<file path="src/sv/ctt_pkg.sv">
// Shared types and constants for the config text tokenizer.
// No dependencies; imported by the tokenizer and its checker.
`timescale 1ns / 1ps

package ctt_pkg;

    localparam int NUM_CFG    = 7;
    localparam int CFG_IDX_W  = 3;
    localparam int MAX_RESULT = 3;

    // register indexes
    localparam logic [CFG_IDX_W-1:0] CFG_COMMENT_OPEN  = 3'd0;
    localparam logic [CFG_IDX_W-1:0] CFG_COMMENT_CLOSE = 3'd1;
    localparam logic [CFG_IDX_W-1:0] CFG_GROUP_OPEN    = 3'd2;
    localparam logic [CFG_IDX_W-1:0] CFG_GROUP_CLOSE   = 3'd3;
    localparam logic [CFG_IDX_W-1:0] CFG_ASSIGN        = 3'd4;
    localparam logic [CFG_IDX_W-1:0] CFG_LIST_OPEN     = 3'd5;
    localparam logic [CFG_IDX_W-1:0] CFG_LIST_CLOSE    = 3'd6;

    localparam logic [7:0] CFG_RESET [NUM_CFG] = '{8'd91, 8'd93, 8'd123, 8'd125,
                                                   8'd61, 8'd40, 8'd41};

    // token kinds
    localparam logic [3:0] KIND_BODY        = 4'd0;
    localparam logic [3:0] KIND_STR_END     = 4'd1;
    localparam logic [3:0] KIND_GROUP_OPEN  = 4'd2;
    localparam logic [3:0] KIND_GROUP_CLOSE = 4'd3;
    localparam logic [3:0] KIND_ASSIGN      = 4'd4;
    localparam logic [3:0] KIND_LIST_OPEN   = 4'd5;
    localparam logic [3:0] KIND_LIST_CLOSE  = 4'd6;
    localparam logic [3:0] KIND_END         = 4'd7;
    localparam logic [3:0] KIND_BAD_CHAR    = 4'd8;
    localparam logic [3:0] KIND_UNTERM      = 4'd9;

    localparam logic [7:0] CH_TAB    = 8'h09;
    localparam logic [7:0] CH_LF     = 8'h0A;
    localparam logic [7:0] CH_SPACE  = 8'h20;
    localparam logic [7:0] CH_DQUOTE = 8'h22;
    localparam logic [7:0] CH_BSLASH = 8'h5C;

    localparam logic [15:0] LINE_MAX = 16'hFFFF;

    typedef struct packed {
        logic [3:0] kind;
        logic [7:0] body;
        logic [9:0] len;
        logic       trunc;
    } result_t;

    // byte allowed inside an unquoted string
    function automatic logic valid_char(input logic [7:0] c);
        logic sym;
        sym = (c == 8'h24) || (c == 8'h2F) || (c == 8'h40) || (c == 8'h5F)
           || (c == 8'h2E) || (c == 8'h3A) || (c == 8'h7E) || (c == 8'h2D)
           || (c == 8'h25) || (c == 8'h23) || (c == 8'h5E);
        return sym || (c >= 8'h30 && c <= 8'h39) || (c >= 8'h41 && c <= 8'h5A)
            || (c >= 8'h61 && c <= 8'h7A) || (c > 8'd127);
    endfunction

endpackage

</file>
<file path="src/sv/config_text_tokenizer.sv">
// Config text tokenizer: byte-in, token-out lexer with comment skipping.
// Depends on ctt_pkg.
`timescale 1ns / 1ps
//
//  channel  | valid       | stall       | payload
//  ---------+-------------+-------------+-----------------------------------------
//  text in  | text_valid  | text_stall  | text_byte, final_byte
//  token out| token_valid | token_stall | token_kind, body_byte, string_length,
//           |             |             | truncated, line_number, run_end
//  config   | cfg_write   | -           | cfg_index, cfg_data
//
//  A byte is lexed in the cycle it is taken; its 0..3 results land in the
//  result bundle register and leave one per cycle while token_stall is low
//  (bound by the single output port); the next byte waits for the last one.
//  Bytes with at most one result stream at one per cycle when not stalled.
//  Reset puts the lexer between tokens at line 1 and loads default chars.
//  text_stall rises only while the bundle holds results not yet taken.

module config_text_tokenizer #(
    parameter int MAX_TOKEN_BYTES = 1024
) (
    input  logic                      clk,
    input  logic                      rst_n,
    input  logic                      text_valid,
    output logic                      text_stall,
    input  logic [7:0]                text_byte,
    input  logic                      final_byte,
    output logic                      token_valid,
    input  logic                      token_stall,
    output logic [3:0]                token_kind,
    output logic [7:0]                body_byte,
    output logic [9:0]                string_length,
    output logic                      truncated,
    output logic [15:0]               line_number,
    output logic                      run_end,
    input  logic                      cfg_write,
    input  logic [ctt_pkg::CFG_IDX_W-1:0] cfg_index,
    input  logic [7:0]                cfg_data
);
    import ctt_pkg::*;

    localparam int LEN_W = $clog2(MAX_TOKEN_BYTES);
    localparam logic [LEN_W-1:0] LEN_LIMIT = LEN_W'(MAX_TOKEN_BYTES - 1);

    typedef enum logic [1:0] {
        MODE_BETWEEN,
        MODE_QUOTED,
        MODE_UNQUOTED
    } mode_t;

    logic [7:0]        cfg_reg [NUM_CFG];
    mode_t             mode_reg, mode_next;
    logic              esc_reg, esc_next;
    logic signed [7:0] depth_reg, depth_next;
    logic [LEN_W-1:0]  len_reg, len_next;
    logic [15:0]       line_reg, line_next, line_bump;

    result_t           bun_reg [MAX_RESULT];
    result_t           res [MAX_RESULT];
    logic [1:0]        bun_cnt_reg, bun_idx_reg, res_cnt;
    logic [15:0]       bun_line_reg;

    logic in_fire, out_fire, last_out;

    assign token_valid = (bun_cnt_reg != 2'd0);
    assign last_out    = (bun_idx_reg == bun_cnt_reg - 2'd1);
    assign out_fire    = token_valid && !token_stall;
    assign text_stall  = token_valid && !(out_fire && last_out);
    assign in_fire     = text_valid && !text_stall;

    assign token_kind    = bun_reg[bun_idx_reg].kind;
    assign body_byte     = bun_reg[bun_idx_reg].body;
    assign string_length = bun_reg[bun_idx_reg].len;
    assign truncated     = bun_reg[bun_idx_reg].trunc;
    assign line_number   = bun_line_reg;
    assign run_end       = last_out;

    // lexer step for the byte on the input
    always_comb
    begin
        logic [1:0]        n;
        logic              end_str, do_between, keep, skip;
        logic signed [7:0] d;
        logic [LEN_W-1:0]  base_len;
        logic              tok_hit;

        n          = 2'd0;
        end_str    = 1'b0;
        do_between = 1'b0;
        keep       = 1'b0;
        skip       = 1'b0;
        tok_hit    = 1'b0;
        for (int i = 0; i < MAX_RESULT; i++)
        begin
            res[i] = '0;
        end
        mode_next  = mode_reg;
        esc_next   = esc_reg;
        depth_next = depth_reg;
        len_next   = len_reg;

        line_bump = (text_byte == CH_LF && line_reg != LINE_MAX) ? line_reg + 16'd1
                                                                 : line_reg;

        unique case (mode_reg)
            MODE_QUOTED:
            begin
                if (!esc_reg && text_byte == CH_DQUOTE)
                begin
                    end_str = 1'b1;
                end
                else
                begin
                    esc_next = (text_byte == CH_BSLASH);
                    keep     = (text_byte != CH_BSLASH);
                end
            end
            MODE_UNQUOTED:
            begin
                if (valid_char(text_byte))
                begin
                    keep = 1'b1;
                end
                else
                begin
                    end_str    = 1'b1;
                    do_between = 1'b1;
                end
            end
            default:
            begin
                do_between = 1'b1;
            end
        endcase

        if (end_str)
        begin
            res[n] = '{kind: KIND_STR_END, body: 8'd0, len: 10'(len_reg),
                       trunc: (len_reg >= LEN_LIMIT)};
            n          = n + 2'd1;
            mode_next  = MODE_BETWEEN;
            depth_next = '0;
            len_next   = '0;
        end

        if (keep && len_reg < LEN_LIMIT)
        begin
            res[n]   = '{kind: KIND_BODY, body: text_byte, len: 10'd0, trunc: 1'b0};
            n        = n + 2'd1;
            len_next = len_reg + LEN_W'(1);
        end

        if (do_between)
        begin
            d        = end_str ? 8'sd0 : depth_reg;
            base_len = '0;
            skip = (text_byte == CH_SPACE) || (text_byte == CH_TAB)
                || (text_byte == CH_LF) || (d > 8'sd0)
                || (text_byte == cfg_reg[CFG_COMMENT_OPEN])
                || (d >= 8'sd0 && text_byte == cfg_reg[CFG_COMMENT_CLOSE]);
            if (skip)
            begin
                // open wins when both chars are equal
                if (text_byte == cfg_reg[CFG_COMMENT_OPEN])
                begin
                    depth_next = (d != 8'sd127) ? d + 8'sd1 : d;
                end
                else if (text_byte == cfg_reg[CFG_COMMENT_CLOSE])
                begin
                    depth_next = (d != -8'sd128) ? d - 8'sd1 : d;
                end
                else
                begin
                    depth_next = d;
                end
            end
            else
            begin
                depth_next = '0;
                for (int k = 2; k < NUM_CFG; k++)
                begin
                    if (!tok_hit && text_byte == cfg_reg[k])
                    begin
                        tok_hit = 1'b1;
                        res[n]  = '{kind: 4'(k), body: 8'd0, len: 10'd0, trunc: 1'b0};
                    end
                end
                priority if (tok_hit)
                begin
                    n = n + 2'd1;
                end
                else if (text_byte == CH_DQUOTE)
                begin
                    mode_next = MODE_QUOTED;
                    esc_next  = 1'b0;
                    len_next  = base_len;
                end
                else if (valid_char(text_byte))
                begin
                    // limit is at least one, so the opening byte is always kept
                    mode_next = MODE_UNQUOTED;
                    res[n]    = '{kind: KIND_BODY, body: text_byte, len: 10'd0,
                                  trunc: 1'b0};
                    n         = n + 2'd1;
                    len_next  = base_len + LEN_W'(1);
                end
                else
                begin
                    res[n] = '{kind: KIND_BAD_CHAR, body: text_byte, len: 10'd0,
                               trunc: 1'b0};
                    n      = n + 2'd1;
                end
            end
        end

        line_next = line_bump;

        if (final_byte)
        begin
            if (mode_next == MODE_UNQUOTED)
            begin
                res[n] = '{kind: KIND_STR_END, body: 8'd0, len: 10'(len_next),
                           trunc: (len_next >= LEN_LIMIT)};
                n      = n + 2'd1;
            end
            else if (mode_next == MODE_QUOTED)
            begin
                res[n] = '{kind: KIND_UNTERM, body: 8'd0, len: 10'd0, trunc: 1'b0};
                n      = n + 2'd1;
            end
            res[n]     = '{kind: KIND_END, body: 8'd0, len: 10'd0, trunc: 1'b0};
            n          = n + 2'd1;
            mode_next  = MODE_BETWEEN;
            esc_next   = 1'b0;
            depth_next = '0;
            len_next   = '0;
            line_next  = 16'd1;
        end

        res_cnt = n;
    end

    always_ff @(posedge clk or negedge rst_n)
    begin
        if (!rst_n)
        begin
            for (int i = 0; i < NUM_CFG; i++)
            begin
                cfg_reg[i] <= CFG_RESET[i];
            end
            mode_reg    <= MODE_BETWEEN;
            esc_reg     <= 1'b0;
            depth_reg   <= '0;
            len_reg     <= '0;
            line_reg    <= 16'd1;
            bun_cnt_reg <= 2'd0;
            bun_idx_reg <= 2'd0;
        end
        else
        begin
            if (cfg_write && cfg_index <= CFG_LIST_CLOSE)
            begin
                cfg_reg[cfg_index] <= cfg_data;
            end

            if (in_fire)
            begin
                mode_reg    <= mode_next;
                esc_reg     <= esc_next;
                depth_reg   <= depth_next;
                len_reg     <= len_next;
                line_reg    <= line_next;
                bun_cnt_reg <= res_cnt;
                bun_idx_reg <= 2'd0;
            end
            else if (out_fire)
            begin
                if (last_out)
                begin
                    bun_cnt_reg <= 2'd0;
                    bun_idx_reg <= 2'd0;
                end
                else
                begin
                    bun_idx_reg <= bun_idx_reg + 2'd1;
                end
            end
        end
    end

    // result bundle payload
    always_ff @(posedge clk)
    begin
        if (in_fire)
        begin
            for (int i = 0; i < MAX_RESULT; i++)
            begin
                bun_reg[i] <= res[i];
            end
            bun_line_reg <= line_bump;
        end
    end

endmodule

</file>
<file path="config.mk">
export PLATFORM = sky130hd
export DESIGN_NAME = config_text_tokenizer
export DESIGN_NICKNAME = d
export VERILOG_FILES = /design/src/sv/ctt_pkg.sv /design/src/sv/config_text_tokenizer.sv
export SDC_FILE = /design/constraint.sdc
export NUM_CORES = 1
export LEC_CHECK = 0
export BUFFER_PORTS_ARGS = -buffer_cell sky130_fd_sc_hd__buf_2
export CORE_MARGIN = 2
export CORE_UTILIZATION = 66
export DETAILED_ROUTE_END_ITERATION = 12
export MAX_ROUTING_LAYER = met4
export PLACE_DENSITY = 0.86
export SYNTH_ARGS = -nofsm -noshare
export SYNTH_HDL_FRONTEND = slang
export SYNTH_SLANG_ARGS = --single-unit
</file>
<file path="constraint.sdc">
create_clock -name clk -period 14.3 [get_ports clk]
set_clock_uncertainty 0.1 [all_clocks]
set_input_delay 2.145 -clock clk [delete_from_list [all_inputs] [get_ports clk]]
set_output_delay 2.145 -clock clk [all_outputs]
set_load 0.005 [all_outputs]
</file>
==> results of run 1 <==
## report_power, final
part / internal, W / switching (W) / total (W)
clock network: 0.000245 / 0.000207 / 0.000452
registers: 0.000724 / 0.0000585 / 0.000782
logic: 0.000260 / 0.000439 / 0.000699
total: 0.00123 / 0.000704 / 0.00193
## cell type report
type                    count  area [sq um]
repair buffers             74           393
flip-flops and latches    182          5020
fillers                  1042          4220
multi-input cells         759          5250
well taps                 216           270
clock inverters            12          87.6
clock buffers              20           479
inverters                  28           106
## layout by cell type, fill, tap and decap left out, types with 4 or more instances in the layout
cell       instances
a21o_1             8
a21oi_1           23
a22o_1             7
a22oi_1            7
a31oi_1            6
a32oi_1            7
and2_1            31
and3_1            10
buf_2             65
buf_4              9
clkbuf_16         19
clkinv_2           4
dfrtp_1           64
dfstp_2           33
edfxtp_1          85
ha_1              17
inv_1             25
mux2_2            60
mux2i_1           33
nand2_1          106
nand2b_1           4
nand3_1           20
nand4_1           20
nand4b_1           6
nor2_1            97
nor2b_1            4
nor3_1            25
nor3b_1            4
nor4_1             8
o211ai_1           8
o21a_1             5
o21ai_0           66
o21ai_1            4
o22ai_1           12
or2_2              4
or4_1              5
xnor2_1           51
xor2_1            33
## synthesized netlist by cell type (4+ instances only)
| cell type | number |
|---|---|
| nor4_1 | 8 |
| or2_2 | 4 |
| nor2b_1 | 4 |
| dfrtp_1 | 64 |
| and3_1 | 10 |
| or4_1 | 5 |
| inv_1 | 25 |
| buf_6 | 5 |
| o211ai_1 | 8 |
| o21ai_0 | 67 |
| o21ai_1 | 4 |
| nand3_1 | 20 |
| buf_2 | 11 |
| clkbuf_1 | 37 |
| nand4_1 | 20 |
| a31oi_1 | 6 |
| o22ai_1 | 12 |
| a22oi_1 | 7 |
| nor3b_1 | 4 |
| xnor2_1 | 51 |
| a32oi_1 | 7 |
| ha_1 | 17 |
| nand2_1 | 106 |
| a21oi_1 | 23 |
| xor2_1 | 33 |
| and2_1 | 31 |
| dfstp_2 | 33 |
| nand2b_1 | 4 |
| a22o_1 | 7 |
| o21a_1 | 5 |
| mux2_2 | 60 |
| nand4b_1 | 6 |
| mux2i_1 | 33 |
| nor2_1 | 97 |
| nor3_1 | 25 |
| a21o_1 | 8 |
| edfxtp_1 | 85 |
## through the flow
step / utilization, % / total power (W) / cells
after global placement: 69.7 / 0.00144 / 1259
after floorplan: - / 0.00127 / 1027
after CTS: 73.3 / 0.00193 / 1291
after global routing: 73.3 / 0.00204 / 1291
after detailed placement: 69.7 / 0.00148 / 1259
final: 73.3 / 0.00193 / 1291
## critical path, cell delays in order
cell and delay, ns:
buf_2 0.42, nand4bb_1 0.21, o311ai_1 0.12, a32o_1 0.41
o22ai_2 0.60, inv_2 0.41, and2_1 0.30, inv_1 0.06
ha_1 0.24, nand3_1 0.15, o31ai_4 0.32, a31oi_4 0.19
nor3_1 0.32, mux2i_1 0.38, inv_1 0.13, ha_1 0.31
a21o_1 0.19, ha_1 0.25, inv_1 0.12, o211ai_1 0.12
and2_1 0.31, or3b_1 0.42
## kinds of logic after synthesis
family / count (synthesis)
multiplexers: 93
AND/OR/NAND/NOR: 366
adder cells (fa/ha/maj): 17
buffers and inverters: 86
AO/OA/AOI/OAI: 199
flip-flops: 182
XOR/XNOR: 84
## how the worst max path moves through the flow
stage / start / end / depth (start not counted)
6_report: text_byte[3] / bun_reg[0][19]$_DFFE_PP_ / 22
5_1_grt: text_byte[6] / bun_reg[0][19]$_DFFE_PP_ / 22
4_1_cts: text_byte[3] / bun_reg[0][19]$_DFFE_PP_ / 22
3_5_place_dp: text_byte[3] / bun_reg[0][19]$_DFFE_PP_ / 22
3_3_place_gp: text_byte[0] / bun_reg[0][19]$_DFFE_PP_ / 22
2_1_floorplan: text_byte[3] / bun_reg[0][19]$_DFFE_PP_ / 25
## metal layers
metal	up-vias	wire, microns	part of all wire [%]
met4	0	577	2.4
li1	3781	-	-
met1	3933	9990	41
met3	59	1850	7.6
met2	346	11800	49
met5	-	0	0
==> metrics.log, run 1 <==
INFO  metric worst_hold_path.endpoint = cfg_reg[2]$_DFFE_PN0P_
INFO  metric post_synth_xor_area_fraction = 6.91%
INFO  metric die-height = 131 microns
INFO  metric postCtsHoldBufs = 0
INFO  metric groute.layer.met2.usage = 49.0%
INFO  metric synth_area = 10600 sq um
INFO  metric synth_simple_gate_area_share = 17.6%
INFO  metric cts_made_buffers = 17
INFO  metric track_usage = 30.5%
INFO  metric setup.worst_path.start_class = primary input
INFO  metric post_synth_main_area_contributors = edfxtp_1, dfrtp_1, dfstp_2
INFO  metric routed-via-count = 8119
INFO  metric layout_min_cycle_time = 8.05 ns
INFO  metric clock_latency = 0.44 ns
INFO  metric port_buffers = 66
INFO  metric grt_util_met3 = 4.93%
INFO  metric synth_compound_gate_area_share = 13.3%
INFO  metric tritoncts_clock_tree = done
INFO  metric criticalPathCategory = primary input to flip-flop
INFO  metric maxClockFrequency = 0.124 GHz
INFO  metric post_cts_resize_count = 0
INFO  metric synth_top_area_share = 24.0%
INFO  metric synth_cell_types = 87
INFO  metric finalHoldWorstSlack = 0.431 ns
INFO  metric synthesis.yosys.warnings = 0
INFO  metric cap_viol_max_count = 0
INFO  metric cellLeakagePower = 4.43 nW
INFO  metric setup_repair_after_global_routing_missed_its_margin = no
INFO  metric drt_first_pass_iters = 5
INFO  metric timing.final.crit_share = 56.3%
INFO  metric clock_tree_buf_depth = 2
INFO  metric power-per-cell-area = 167 nW/um^2
INFO  metric flops_latches_synth = 182
INFO  metric setup_violations_final = 0
INFO  metric number_of_global_route_vias_before_repair = 7792
INFO  metric post_drt_via_cell_ratio = 6.29
INFO  metric ff2ff_setup_slack = 7.97 ns
INFO  metric ioPinCount = 67
INFO  metric hold_path.startpoint = cfg_reg[2]$_DFFE_PN0P_
INFO  metric post-route-drc-count = 0
INFO  metric hold_path_class = flip-flop to flip-flop
INFO  metric worst_path_setup_slack_after_routing = 6.25 ns
INFO  metric ys_async_sr_fraction = 53.3%
INFO  metric timing.critical_path.arrival = 8.13 ns
INFO  metric mappedNetlistNets = 1069
INFO  metric global_route.usage.met1 = 39.3%
INFO  metric dominant_combinational_cell_family_by_area_after_synthesis = simple AND/OR/NAND/NOR gates
INFO  metric synthAdderAreaFrac = 2.00%
INFO  metric synth_enable_flop_cells = 85
INFO  metric globalRouteOverflowTotal = 0
INFO  metric core_region_area = 15800 sq um
INFO  metric postRouteWirelength = 24.3 mm
INFO  metric ant_nets = 0
INFO  metric die_width = 131 microns
INFO  metric grt_antenna_before_repair = 0
INFO  metric area_growth_syn_to_layout = 9.03%
INFO  metric regToRegEndpoint = bun_reg[0][19]$_DFFE_PP_
INFO  metric dp_hpwl = 16.1 mm
INFO  metric worst-endpoint-required = 14.37 ns
INFO  metric dp_area = 11000 sq um
INFO  metric clk_root_buffer_cell = clkbuf_16
INFO  metric synth_top_cell_by_area = edfxtp_1
INFO  metric grt_start_max_net_pins = 73
INFO  metric reg2reg_from = mode_reg[0]$_DFFE_PN0P_
INFO  metric fin_max_slew_vios = 0
INFO  metric final_area = 11600 sq um
INFO  metric report.final.hold_viol_count = 0
INFO  metric synth.yosys.seq_area_share = 47.2%
INFO  metric drt_iter0_drc = 631
INFO  metric design.final.nets = 1104
INFO  metric largest_reg_flops = 69
INFO  metric place_ws = 5.91 ns
INFO  metric timing.critical_path.to_type = flip-flop
INFO  metric fp.dieArea = 17200 sq um
INFO  metric status = complete, no violations
INFO  metric n_antenna_cell = 0
INFO  metric postSynthCellCount = 1027
INFO  metric synthMuxAreaShare = 9.45%
INFO  metric cts.htree.levels = 4
INFO  metric worst-slew-pin-transition = 1.20 ns
INFO  metric global_placement_routability_congestion = 0.939
INFO  metric worst-r2r-cell-count = 22
INFO  metric clock_sinks = 182
INFO  metric clock_pin_slew_reported_for_the_worst_setup_and_hold_paths_after_clock_tree_synthesis = 0.07 ns
INFO  metric post_route_cells_drive_above_1_share = 21.6%
INFO  metric postCtsSetupRepairBufs = 0
INFO  metric grt_peak_use_layer = met2
INFO  metric initial_utilization = 67.2%
INFO  metric detail_route.wl_per_cell = 18.8 microns
INFO  metric worst_hold_path_cell_count = 1
INFO  metric setup_total_negative_slack = 0 ns
INFO  metric slew-limit-headroom = 19.2%
INFO  metric ys_dominant_reg_cell = edfxtp_1
INFO  metric vdd_drop_max = 0.118 mV
INFO  metric grt_pass1_wl = 39.2 mm
INFO  metric avgSynthCellArea = 10.4 sq um
INFO  metric critPathMaxFanout = 27
INFO  metric fp-row-count = 46
(Power assumes the default switching activity.)
==> run 2, diff against run 1 <==
--- a/config.mk
+++ b/config.mk
@@ -5,12 +5,13 @@
 export SDC_FILE = /design/constraint.sdc
 export NUM_CORES = 1
 export LEC_CHECK = 0
+export ABC_AREA = 1
 export BUFFER_PORTS_ARGS = -buffer_cell sky130_fd_sc_hd__buf_2
 export CORE_MARGIN = 2
-export CORE_UTILIZATION = 66
+export CORE_UTILIZATION = 56
 export DETAILED_ROUTE_END_ITERATION = 12
 export MAX_ROUTING_LAYER = met4
-export PLACE_DENSITY = 0.86
+export PLACE_DENSITY = 0.77
 export SYNTH_ARGS = -nofsm -noshare
 export SYNTH_HDL_FRONTEND = slang
 export SYNTH_SLANG_ARGS = --single-unit
==> constraint.sdc (replaced) <==
create_clock -name clk -period 6.5 [get_ports clk]
set_clock_uncertainty 0.1 [all_clocks]
set_input_delay 0.975 -clock clk [delete_from_list [all_inputs] [get_ports clk]]
set_output_delay 0.975 -clock clk [all_outputs]
set_load 0.005 [all_outputs]
==> metrics.log, run 2 <==
INFO  metric status = complete, no violations
INFO  metric clock_sinks = 182
INFO  metric global_placement_routability_congestion = 0.939
INFO  metric cellLeakagePower = 5.22 nW
INFO  metric flops_latches_synth = 182
INFO  metric final_area = 11600 sq um
INFO  metric fp.dieArea = 19900 sq um
INFO  metric slew-limit-headroom = 22.5%
INFO  metric ys_async_sr_fraction = 53.3%
INFO  metric power.net_switching = 0.00232 W
INFO  metric port_buffers = 66
INFO  metric synth.top_cells.by_count = nand2_1, nor2_1, inv_1
INFO  metric seqCellArea = 5020 sq um
INFO  metric ys_dominant_reg_cell = edfxtp_1
INFO  metric cp_cell_sequence = buf_2 > inv_1 > nand2_1 > nor2_1 > nand3_1 > inv_1 > nand3_1 > nand2_1 > nand2_2 > nand2_1 > ha_1 > nand3_1 > a21oi_1 > nand3_1 > xor2_1 > inv_1 > ha_1 > nand2_1 > o21ai_0 > ha_1 > nand2_1 > nand2_1 > nor3b_1
INFO  metric synth.yosys.seq_area_share = 47.7%
INFO  metric clock_pin_slew_reported_for_the_worst_setup_and_hold_paths_after_clock_tree_synthesis = 0.07 ns
INFO  metric setup_repair_after_global_routing_missed_its_margin = no
INFO  metric synth_top_area_share = 24.2%
INFO  metric setup_total_negative_slack = 0 ns
INFO  metric ioPinCount = 67
INFO  metric worst-endpoint-required = 6.66 ns
INFO  metric synth_cell_types = 56
INFO  metric number_of_global_route_vias_before_repair = 8569
INFO  metric postSynthCellCount = 1289
INFO  metric post_drt_via_cell_ratio = 5.59
INFO  metric post-route-drc-count = 0
INFO  metric route.met3.wl = 1.32 mm
INFO  metric setup_violations_final = 0
INFO  metric crit_slowest_cell = xor2_1
INFO  metric detail_route.wl_per_cell = 15.9 microns
INFO  metric fp-row-count = 50
INFO  metric tritoncts_clock_tree = done
INFO  metric cts_made_buffers = 17
INFO  metric die-height = 141 microns
INFO  metric postCtsSetupRepairBufs = 0
INFO  metric synthMostInstantiatedCell = nand2_1
INFO  metric clk_root_buffer_cell = clkbuf_16
INFO  metric post_route_cells_drive_above_1_share = 14.3%
INFO  metric multi_input_combinational_cell_area = 4710 sq um
INFO  metric worst-r2r-cell-count = 19
INFO  metric area_growth_syn_to_layout = 9.83%
INFO  metric hold_path_class = flip-flop to flip-flop
INFO  metric post_cts_resize_count = 0
INFO  metric wl_met1 = 10.9 mm
INFO  metric commonest_cells_after_routing_fill_and_taps_aside = nand2_1, nor2_1, inv_1
INFO  metric worst_hold_path.endpoint = cfg_reg[21]$_DFFE_PN1P_
INFO  metric maxClockFrequency = 0.182 GHz
INFO  metric hold_path.startpoint = cfg_reg[21]$_DFFE_PN1P_
INFO  metric layout.cells.most_common = nand2_1
INFO  metric clock_latency = 0.44 ns
INFO  metric ant_nets = 0
INFO  metric worst-slew-pin-transition = 1.16 ns
INFO  metric track_usage = 27.1%
INFO  metric dp_hpwl = 17.4 mm
INFO  metric mappedNetlistNets = 1331
INFO  metric combinational_power_share = 46.2%
INFO  metric timing.critical_path.to_type = flip-flop
INFO  metric timing.final.crit_share = 84.4%
INFO  metric drt_iter0_drc = 763
INFO  metric layout_min_cycle_time = 5.48 ns
INFO  metric ff2ff_setup_slack = 1.79 ns
INFO  metric postRouteWirelength = 25.1 mm
INFO  metric setup.worst_path.start_class = primary input
INFO  metric avgSynthCellArea = 8.17 sq um
INFO  metric fin_util = 62.2%
INFO  metric design.final.nets = 1375
INFO  metric grt_start_max_net_pins = 97
INFO  metric highest-signal-layer = met4
INFO  metric report.final.hold_viol_count = 0
INFO  metric clock_tree_buf_depth = 2
INFO  metric initial_utilization = 56.7%
INFO  metric reg2reg_from = mode_reg[1]$_DFFE_PN0P_
INFO  metric synth_top_cell_by_area = edfxtp_1
INFO  metric postCtsHoldBufs = 0
INFO  metric power-per-cell-area = 455 nW/um^2
INFO  metric synthesis.yosys.warnings = 0
INFO  metric n_antenna_cell = 0
INFO  metric max_stage_delay = 0.48 ns
INFO  metric post_synth_main_area_contributors = edfxtp_1, dfrtp_1, nand2_1
INFO  metric synth_enable_flop_cells = 85
INFO  metric critical_path.most_common_cell = nand2_1
INFO  metric dp_area = 11000 sq um
INFO  metric dr_wl_met2 = 12.2 mm
INFO  metric globalRouteOverflowTotal = 0
INFO  metric criticalPathCategory = primary input to flip-flop
INFO  metric power_report.internal_total = 0.00294 W
INFO  metric share_seq_of_total_power = 33.6%
INFO  metric worst_hold_path_cell_count = 2
INFO  metric netSwitchingFraction = 44.1%
INFO  metric core_region_area = 18600 sq um
INFO  metric drt_first_pass_iters = 5
INFO  metric grt_antenna_before_repair = 0
INFO  metric routed-via-count = 8825
INFO  metric synth_area = 10500 sq um
INFO  metric clockPowerShare = 20.2%
INFO  metric cap_viol_max_count = 0
INFO  metric largest_reg_flops = 69
INFO  metric grt_pass1_wl = 42.1 mm
INFO  metric regToRegEndpoint = bun_reg[0][3]$_DFFE_PP_
INFO  metric cts.htree.levels = 4
INFO  metric vdd_drop_max = 0.266 mV
INFO  metric die_width = 141 microns
INFO  metric timing.critical_path.arrival = 5.65 ns
INFO  metric fin_max_slew_vios = 0
INFO  metric critPathMaxFanout = 13
INFO  metric nFillCells = 1570
==> run 2: cell types whose count changed after synthesis, sizes merged, moves of 29 or more <==
cell and delta:
mux2 -60, a21oi +44, o21ai +33, mux2i -32, nand3 +39, xnor2 -29, nand2 +207, nor2 +68
inv +116
==> run 2: kinds of logic (layout without fill, tap and decap cells) <==
| group | after synthesis | after routing | synth area share (%) |
|---|---|---|---|
| simple gates | 620 | 620 | 26.1 |
| fa+ha+maj | 17 | 17 | 2.02 |
| buf+inv | 192 | 249 | 7.65 |
| compound gates | 211 | 211 | 10.8 |
| xor+xnor | 66 | 66 | 5.56 |
| flops | 182 | 182 | 47.7 |
| mux | 1 | 1 | 0.0951 |
==> run 2: worst max path at each step <==
stage	startpoint	end	slack, ns	depth (start not counted)
global placement	text_byte[7]	bun_reg[0][3]$_DFFE_PP_	0.97	23
detailed placement	text_byte[7]	bun_reg[0][3]$_DFFE_PP_	0.70	23
finish	text_byte[7]	bun_reg[0][3]$_DFFE_PP_	1.02	23
CTS	text_byte[7]	bun_reg[0][3]$_DFFE_PP_	1.13	23
floorplan	text_byte[3]	bun_reg[0][2]$_DFFE_PP_	1.73	25
global route	text_byte[7]	bun_reg[0][3]$_DFFE_PP_	0.60	23
==> run 2: routing by layer <==
layer,up-vias,global-route usage [%]
met5,-,-
met2,294,44.0
li1,4316,-
met4,0,10.3
met3,47,4.08
met1,4168,34.7
==> run 2: cell type report <==
cell class | count | share of cell area (%)
clock buffers | 20 | 4.23
clock inverters | 12 | 1.06
inverters | 144 | 4.70
multi-input cells | 915 | 40.7
flip-flops and latches | 182 | 43.4
well taps | 234 | 2.53
repair buffers | 73 | 3.33
==> run 2: through the flow <==
stage	setup WS (ns)	power (W)	hold slack, ns	cells
floorplan	1.73	0.00348	0.367	1289
global placement	0.974	0.00412	0.382	1548
detailed placement	0.698	0.00418	0.390	1548
CTS	1.13	0.00525	0.401	1580
global route	0.596	0.00561	0.419	1580
finish	1.02	0.00527	0.399	1580
==> run 2: critical path: cells and delay by family <==
| family | cells | cell delay, ns |
|---|---|---|
| buffers and inverters | 4 | 0.61 |
| AOI/OAI and AO/OA | 2 | 0.46 |
| adders and majority gates | 3 | 0.84 |
| and+or+nand+nor | 13 | 2.26 |
| xor gates and xnor gates | 1 | 0.48 |
==> run 2: power groups by stage <==
stage	Combinational [W]	Clock, W	Sequential, W
final	0.00243	0.00106	0.00177
after global routing	0.00269	0.00112	0.00180
after CTS	0.00241	0.00107	0.00177
after detailed placement	0.00239	0	0.00179
after global placement	0.00234	0	0.00178
after floorplan	0.00171	0	0.00177
==> run 3, diff against run 2 <==
==> constraint.sdc (replaced) <==
create_clock -name clk -period 4.6 [get_ports clk]
set_clock_uncertainty 0.1 [all_clocks]
set_input_delay 0.69 -clock clk [delete_from_list [all_inputs] [get_ports clk]]
set_output_delay 0.69 -clock clk [all_outputs]
set_load 0.005 [all_outputs]
==> metrics.log, run 3 (synthesized netlist as in run 2, its figures left out) <==
INFO  metric post-route-drc-count = 0
INFO  metric maxClockFrequency = 0.241 GHz
INFO  metric timing.final.crit_share = 90.3%
INFO  metric power.net_switching = 0.00329 W
INFO  metric grt_pass1_wl = 41.7 mm
INFO  metric crit_slowest_cell = o21ai_0
INFO  metric layout_min_cycle_time = 4.15 ns
INFO  metric n_antenna_cell = 0
INFO  metric netSwitchingFraction = 43.9%
INFO  metric fp-row-count = 50
INFO  metric vdd_drop_max = 0.340 mV
INFO  metric critPathMaxFanout = 12
INFO  metric clock_tree_buf_depth = 2
INFO  metric number_of_global_route_vias_before_repair = 8499
INFO  metric nFillCells = 1544
INFO  metric commonest_cells_after_routing_fill_and_taps_aside = nand2_1, nor2_1, inv_1
INFO  metric report.final.hold_viol_count = 0
INFO  metric criticalPathCategory = primary input to flip-flop
INFO  metric timing.critical_path.to_type = flip-flop
INFO  metric global_placement_routability_congestion = 0.978
INFO  metric tritoncts_clock_tree = done
INFO  metric port_buffers = 66
INFO  metric clock_pin_slew_reported_for_the_worst_setup_and_hold_paths_after_clock_tree_synthesis = 0.08 ns
INFO  metric area_growth_syn_to_layout = 11.6%
INFO  metric final_area = 11700 sq um
INFO  metric ant_nets = 0
INFO  metric worst-slew-pin-transition = 0.961 ns
INFO  metric drt_iter0_drc = 742
INFO  metric worst-endpoint-required = 4.79 ns
INFO  metric setup.worst_path.start_class = primary input
INFO  metric design.final.nets = 1403
INFO  metric fp.dieArea = 19900 sq um
INFO  metric hold_path_class = primary input to asynchronous set/reset pin
INFO  metric status = complete, no violations
INFO  metric setup_repair_after_global_routing_missed_its_margin = no
INFO  metric cts.htree.levels = 4
INFO  metric die_width = 141 microns
INFO  metric timing.critical_path.arrival = 4.34 ns
INFO  metric postCtsHoldBufs = 0
INFO  metric core_region_area = 18600 sq um
INFO  metric clock_latency = 0.44 ns
INFO  metric clock_sinks = 182
INFO  metric share_seq_of_total_power = 33.3%
INFO  metric detail_route.wl_per_cell = 15.7 microns
INFO  metric post_route_cells_drive_above_1_share = 16.3%
INFO  metric dp_area = 11200 sq um
INFO  metric globalRouteOverflowTotal = 0
INFO  metric track_usage = 27.2%
INFO  metric critical_path.most_common_cell = nand2_1
INFO  metric drt_first_pass_iters = 5
INFO  metric slew-limit-headroom = 35.5%
INFO  metric dp_hpwl = 17.6 mm
INFO  metric routed-via-count = 8832
INFO  metric grt_start_max_net_pins = 66
INFO  metric finalHoldWorstSlack = 0.230 ns
INFO  metric fin_max_slew_vios = 0
INFO  metric postCtsSetupRepairBufs = 0
INFO  metric layout.cells.most_common = nand2_1
INFO  metric grt_antenna_before_repair = 0
INFO  metric die-height = 141 microns
INFO  metric ioPinCount = 67
INFO  metric combinational_power_share = 47.8%
INFO  metric worst_path_dominant_cell_family = simple AND/OR/NAND/NOR gates
INFO  metric initial_utilization = 56.7%
INFO  metric power-per-cell-area = 637 nW/um^2
INFO  metric cellLeakagePower = 5.34 nW
INFO  metric largest_reg_flops = 69
INFO  metric post_drt_via_cell_ratio = 5.49
INFO  metric max_stage_delay = 0.36 ns
INFO  metric postRouteWirelength = 25.2 mm
INFO  metric setup_violations_final = 0
INFO  metric power_report.internal_total = 0.00420 W
INFO  metric clockPowerShare = 18.9%
INFO  metric timing.critical_path.buf_inv = 2
INFO  metric cap_viol_max_count = 0
INFO  metric cts_made_buffers = 17
INFO  metric clk_root_buffer_cell = clkbuf_16
run 3: final cells by class:
cell class	count	area (sq um)	area share (%)
clock inverters	14	139	1.18
repair buffers	101	608	5.18
flip-flops and latches	182	5020	42.7
multi-input cells	915	4710	40.1
well taps	234	293	2.49
inverters	144	543	4.62
clock buffers	18	429	3.65
run 3: routing by layer:
layer	part of all wire (%)	vias to the layer above	global-route usage [%]
met5	0	-	-
met4	3.5	0	11.1
met3	5.3	64	4.96
met2	49	285	45.5
met1	42	4114	32.8
li1	-	4369	-
run 3: power groups by stage:
stage          Combinational [W]  Sequential [W]  Clock (W)
6_report                 0.00358         0.00249    0.00141
5_1_grt                  0.00394         0.00254    0.00150
4_1_cts                  0.00352         0.00250    0.00142
3_5_place_dp             0.00350         0.00253          0
3_3_place_gp             0.00341         0.00251          0
2_1_floorplan            0.00242         0.00249          0
run 3: what timing repair did:
item,4_1_cts,5_1_grt
gates resized for setup,0,4
endpoints found under the hold margin,0,0
setup endpoints to repair,0,18
run 3: final timing paths:
kind                       depth (start not counted)  slack, ns                  endpoint                     from
hold reg to reg                                    2       0.40   cfg_reg[32]$_DFFE_PN1P_  cfg_reg[32]$_DFFE_PN1P_
setup / recovery                                  25       0.45  bun_reg[2][13]$_DFFE_PP_             text_byte[0]
min in group clk                                   2       0.40   cfg_reg[32]$_DFFE_PN1P_  cfg_reg[32]$_DFFE_PN1P_
setup reg to reg                                  20       0.75  bun_reg[2][13]$_DFFE_PP_  mode_reg[1]$_DFFE_PN0P_
max in group asynchronous                          2       3.15   line_reg[0]$_DFFE_PN1P_                    rst_n
hold / removal                                     1       0.23   cfg_reg[31]$_DFFE_PN0P_                    rst_n
run 3: metrics by stage:
step / power, W / util, % / std cells / worst slack [ns] / setup TNS, ns
finish: 0.00749 / 63.2 / 1608 / 0.445 / 0
global route: 0.00798 / 63.2 / 1608 / 0.0121 / 0
CTS: 0.00744 / 63.2 / 1608 / 0.313 / 0
detailed placement: 0.00603 / 60.1 / 1576 / -0.124 / -1.60
global placement: 0.00592 / 60.1 / 1576 / 0.0829 / 0
floorplan: 0.00490 / - / 1289 / 0.111 / 0
